$ cat src/design/pts_pkg.sv
// ----------------------------------------------------------------------------
// pts_pkg: shared types and constants of the priority task scheduler
// Opcodes, task modes, status codes and the controller command struct.
// ----------------------------------------------------------------------------
package pts_pkg;

    localparam int TaskSlots = 16;
    localparam int SemNum    = 8;
    localparam int PrioBits  = 8;
    localparam int SlotW     = $clog2(TaskSlots);
    localparam int CntW      = $clog2(TaskSlots + 1);
    localparam int SemW      = $clog2(SemNum);

    typedef enum logic [2:0] {
        OP_CREATE = 3'd0, OP_EXIT = 3'd1, OP_DELAY = 3'd2, OP_YIELD = 3'd3,
        OP_TICK = 3'd4, OP_TAKE = 3'd5, OP_GIVE = 3'd6, OP_INIT = 3'd7
    } t_op;

    typedef enum logic [2:0] {
        MODE_FREE = 3'd0, MODE_RUN = 3'd1, MODE_READY = 3'd2, MODE_SLEEP = 3'd3,
        MODE_SEM_TIMED = 3'd4, MODE_SEM_FOREVER = 3'd5
    } t_mode;

    localparam logic [1:0] ST_DONE    = 2'd0;
    localparam logic [1:0] ST_BLOCKED = 2'd1;
    localparam logic [1:0] ST_UNAVAIL = 2'd2;
    localparam logic [1:0] ST_REJECT  = 2'd3;

    typedef enum logic [2:0] {
        S_IDLE, S_EXEC, S_WAKE, S_DISPATCH, S_OUT
    } t_state;

    // Commands from the controller to the datapath.
    typedef struct packed {
        logic load;      // capture the input item
        logic exec;      // perform the opcode's main step
        logic wake;      // wake one expired sleeper
        logic dispatch;  // run the dispatch step
        logic publish;   // latch the result
    } t_cmd;

    // Status from the datapath to the controller.
    typedef struct packed {
        logic wake_more;   // head sleeper is due
        logic need_disp;   // a dispatch is pending
    } t_stat;

endpackage

$ cat src/design/pts_ctrl.sv
// ----------------------------------------------------------------------------
// pts_ctrl: sequencing controller
// Steps one item through execute, wake-up loop (tick only), dispatch, result.
// ----------------------------------------------------------------------------
module pts_ctrl
    import pts_pkg::*;
(
    input  logic  i_clk,
    input  logic  i_rst_n,
    input  logic  i_valid,
    output logic  o_ready,
    input  logic  i_out_ready,
    input  logic  i_out_full,
    input  t_op   i_op,
    input  t_stat i_stat,
    output t_cmd  o_cmd
);

    t_state r_state, n_state;

    // State register.
    always_ff @(posedge i_clk) begin
        if (!i_rst_n) begin
            r_state <= S_IDLE;
        end else begin
            r_state <= n_state;
        end
    end

    // Next state.
    always_comb begin
        n_state = r_state;
        case (r_state)
            S_IDLE:     if (i_valid) n_state = S_EXEC;
            S_EXEC:     n_state = (i_op == OP_TICK) ? S_WAKE : S_DISPATCH;
            S_WAKE:     if (!i_stat.wake_more) n_state = S_DISPATCH;
            S_DISPATCH: n_state = S_OUT;
            S_OUT:      if (!i_out_full || i_out_ready) n_state = S_IDLE;
            default:    n_state = S_IDLE;
        endcase
    end

    // Outputs.
    always_comb begin
        o_cmd   = '0;
        o_ready = 1'b0;
        case (r_state)
            S_IDLE:     begin o_ready = 1'b1; o_cmd.load = i_valid; end
            S_EXEC:     o_cmd.exec = 1'b1;
            S_WAKE:     o_cmd.wake = i_stat.wake_more;
            S_DISPATCH: o_cmd.dispatch = i_stat.need_disp;
            S_OUT:      o_cmd.publish = !i_out_full || i_out_ready;
            default:    o_cmd = '0;
        endcase
    end

endmodule

$ cat config.mk
export PLATFORM = sky130hd
export DESIGN_NAME = pts_ctrl
export DESIGN_NICKNAME = d
export VERILOG_FILES = /design/src/design/pts_pkg.sv /design/src/design/pts_ctrl.sv
export SDC_FILE = /design/constraint.sdc
export NUM_CORES = 1
export LEC_CHECK = 0
export ABC_CLOCK_PERIOD_IN_PS = 1400
export BUFFER_PORTS_ARGS = -buffer_cell sky130_fd_sc_hd__buf_2
export CAP_MARGIN = 40
export CORE_AREA = 5 5 42 44
export DETAILED_ROUTE_END_ITERATION = 12
export DIE_AREA = 0 0 47 49
export MAX_ROUTING_LAYER = met4
export PLACE_DENSITY = 0.43
export RECOVER_POWER = 50
export SLEW_MARGIN = 20
export SYNTH_ARGS = -nofsm -noshare
export SYNTH_HDL_FRONTEND = slang
export SYNTH_SLANG_ARGS = --single-unit
$ cat constraint.sdc
create_clock -name i_clk -period 1.4 [get_ports i_clk]
set_clock_uncertainty 0.15 [all_clocks]
set_input_delay 0.28 -clock i_clk [delete_from_list [all_inputs] [get_ports i_clk]]
set_output_delay 0.28 -clock i_clk [all_outputs]
set_load 0.01 [all_outputs]
==> Word-level counts from Yosys, hierarchy flattened <==
Cells that the tools add are included.
{ "totals": {"inputBits": 10, "regBits": 3, "output_inout_bits": 6, "wordCells": 24} }
{ "classes": {"eq_ne": 8, "reduce_logical": 4, "n_mux": 11} }
{ "ops": {"columns": ["operator", "n"], "rows": [
  ["one-hot mux 3 bit (5 select lines)", 1],
  ["2-to-1 mux 3 bit", 3],
  ["2-to-1 mux 1 bit", 7],
  ["equality test 3 x 2 -> 1 bit, second input constant", 2],
  ["equality test 3 bit, second input constant", 2],
  ["inequality test 2 bit, second input constant", 3],
  ["equality test 3 x 1 -> 1 bit, second input constant", 1],
  ["zero test 3 bit", 1],
  ["AND reduction 3 bit", 1],
  ["zero test 1 bit", 1],
  ["logical OR 1 bit", 1]
]} }

==> Logic depth before layout (Yosys ltp) <==
{ "logic_depth": {"depth_word": 4, "mapped_depth": 4} }

==> Worst setup path before layout <==
Ideal clock, no wire load.
{ "synth_path": {"path_type": "register to output", "from": "register r_state[1]", "to": "output port o_cmd[4] (netlist bit)", "path_buffers": 1, "setup_slack_ps": -35, "arrival_ps": 1005, "stages_incl_launch_ff": 4, "cell_sequence": "dfxtp_1 -> buf_2 -> nor3_1 -> and2_1"} }
{ "synth_rtl": {"columns": ["element", "line_no", "rtl"], "rows": [
  ["start, declared", "pts_ctrl.sv:19", "t_state r_state, n_state;"],
  ["start signal, assigned", "pts_ctrl.sv:26", "r_state <= n_state;"],
  ["end, declared", "pts_ctrl.sv:16", "output t_cmd o_cmd"]
]} }

==> run metrics <==
unrepaired setup endpoints after global routing true; Critical Path Slowest Stage Cell sky130_fd_sc_hd__dfxtp_4; overall fraction of global-route tracks in use 0.0556; final hold slack 153 ps; final design instance area without fill 397 um2; number of buffers added by the clock tree synthesis step 3; start point of the worst min-delay path i_rst_n; number of global-route vias before repair 206; vias after detailed routing 236; required time worst endpoint just under 1000 ps; CTS H-tree depth 1; number of slew-limit violations in the final report 0; Worst R2R Path Depth 4; CP cell instances nor2b_4, and3_4, buf_6; Power Density 1190 nW/um2; instance count along the most critical hold path 2; share of the yosys chip area belonging to registers 0.302; Reg with most FFs r_state; Setup crit end kind output port; CTS clk-pin slew, worst paths approximately 40 ps; YS warnings 0; Initial DRT Pass Iterations 1; stage delay of the slowest cell on the critical path 370 ps; final weighted congestion in routability-driven placement 0.670; share of layout cells above drive strength 1 0.727; max FFs per register 3; buffers from clock root to sink, at most 2; registers with the highest flip-flop counts r_state: 3 flops; Root Buffer sky130_fd_sc_hd__clkbuf_4; horizontal extent of the die 47 um; first-pass GRT wire length 841 um; Routed met3 length 114 um; total length of routed met2 wires 237 um; die height 49 um; Synth Instances 23; TritonCTS clock tree built; number of distinct library cells after synthesis 16; Synth Register Bits 3; starting density of the core 0.142; Core Area 1400 um2; total of max-cap violations 0; type of origin of the critical path flip-flop; number of fill cells in the layout 155; net count of the finished layout between 50 and 60; Layout Cells excl Fill 60; arrival time reported for the critical path endpoint ~1100 ps; maximum number of pins on one net before global-route repair 9; CTS sink cnt 3; count of buffers inserted at the top-level ports 15; violated checks setup timing; DPL Wire Length 433 um; Final ANT Viol Nets 0; post-synthesis cell area approximately 200 um2; Highest Signal Layer met3; count of final setup violators 5; DRC violation count after routing 0; I/O pin total 16; Std-Cell Rows 14; final cell utilization of the core 0.283; Final Total Pwr 0.471 mW; capture endpoint of the worst hold path r_state[2]$_SDFFE_PN0P_; leakage component of the power 0.177 nW; mean cell area of the mapped netlist 8.65 um2; setup slack, reg-to-reg roughly 70 ps; peak ir drop on the vdd network 0.671 mV; maximum fanout along the worst path 6; crit path setup slack, layout -76.5 ps; average vias per placed instance around 4; worst reg2reg startpoint r_state[0]$_SDFFE_PN0P_; routed wirelength normalized by instance count 10.3 um; number of antenna violations at the first check in global routing 0; Min Clock Period, post-route 1480 ps; Net Count, Synth 33; Critical R2R Capture r_state[0]$_SDFFE_PN0P_; Antenna diodes 0; path category of the worst min-delay check input pin to flip-flop; DRC marker count from the first detailed-route iteration 0; number of hold-slack violations in the final timing report 0; number of placed instances, taps included 53; Met1 Wirelength 263 um; clock insertion delay at the later pin of the skew report between 200 and 250 ps; crit path launch r_state[0]$_SDFFE_PN0P_; Post-Route WL approximately 600 um; remaining global-route overflow 0; status complete, but fails checks; relative max-transition margin 0.836; Setup CP Type flip-flop to output port; P&R area growth vs syn 99.4%; Placed Area 294 um2; Worst Max-Slew Pin Slew 243 ps; Die Outline Area between 2000 and 2500 um2; max frequency roughly 680 MHz; final critical-path share of the clock period 1.05
==> metal layers <==
metal / vias to the layer above / global-route usage
met5: - / -
met4: 0 / 0.0138
met3: 0 / 0.0701
met2: 15 / 0.0656
met1: 97 / 0.0570
li1: 124 / -
==> logic make-up after synthesis <==
family          count (synthesis)  synth area share
simple gates                   16             0.535
flops                           3             0.302
compound gates                  2            0.0943
xor+xnor                        1            0.0440
buf+inv                         1            0.0251
==> through the flow <==
stage / setup TNS (ps) / setup WS, ps
final: -251 / -76.5
after global routing: -643 / -139
after global placement: 0 / 64.8
after detailed placement: 0 / 40.3
after floorplan: 0 / 72.3
after CTS: -305 / -67.6
==> where the power goes <==
part | internal, mW | leakage, nW | switching (mW)
combinational | 0.113 | 0.135 | 0.0643
clock | 0.107 | 0.0150 | 0.0472
sequential | 0.104 | 0.0267 | 0.0351
==> cell usage in the layout (no fill, tap or decap), drive strengths merged <==
cell type	count
buf	18
clkbuf	4
nor2b	4
dfxtp	3
nor3b	3
nor2	3
nor3	1
nand2b	1
and2	1
nand2	1
and3	1
nor4bb	1
o32a	1
a32oi	1
xnor2	1
==> synthesized netlist by cell type <==
library cell,count,area share
sky130_fd_sc_hd__nor4bb_1,1,0.050
sky130_fd_sc_hd__nand2b_2,1,0.044
sky130_fd_sc_hd__nor3b_1,2,0.075
sky130_fd_sc_hd__nor3b_2,1,0.063
sky130_fd_sc_hd__nor2b_2,1,0.044
sky130_fd_sc_hd__buf_2,1,0.025
sky130_fd_sc_hd__xnor2_1,1,0.044
sky130_fd_sc_hd__o32a_1,1,0.050
sky130_fd_sc_hd__nor2_1,3,0.057
sky130_fd_sc_hd__a32oi_1,1,0.044
sky130_fd_sc_hd__nor2b_1,3,0.094
sky130_fd_sc_hd__and3_1,1,0.031
sky130_fd_sc_hd__and2_1,1,0.031
sky130_fd_sc_hd__dfxtp_1,3,0.30
sky130_fd_sc_hd__nand2_1,1,0.019
sky130_fd_sc_hd__nor3_1,1,0.025
==> repair_timing <==
| item | in CTS | in global routing |
|---|---|---|
| resized for setup | 9 | 5 |
| endpoints found under the setup margin | 6 | 6 |
| setup buffers | 2 | 1 |
| hold buffers | 0 | 0 |
| pin swaps | 4 | 0 |
==> worst max-delay path by stage <==
stage	endpoint	slack (ps)
finish	o_cmd[1]	-80
global route	o_cmd[1]	-140
CTS	o_cmd[4]	-70
detailed placement	o_cmd[2]	40
global placement	o_cmd[2]	60
floorplan	o_cmd[4]	70
==> area by class of cell <==
cell class	count	area, um2	share of cell area
Multi-Input combinational cell	19	169	0.426
Timing Repair Buffer	18	110	0.278
Sequential cell	3	71.3	0.180
Clock buffer	4	26.3	0.0662
Tap cell	16	20.0	0.0505
==> critical path: cells and delay by family, from the launching register on <==
family	cells	cell delay, ps
AND/OR/NAND/NOR	2	350
buffers and inverters	1	90
flip-flops	1	370
Note: power is estimated with default switching activity, not from simulation.
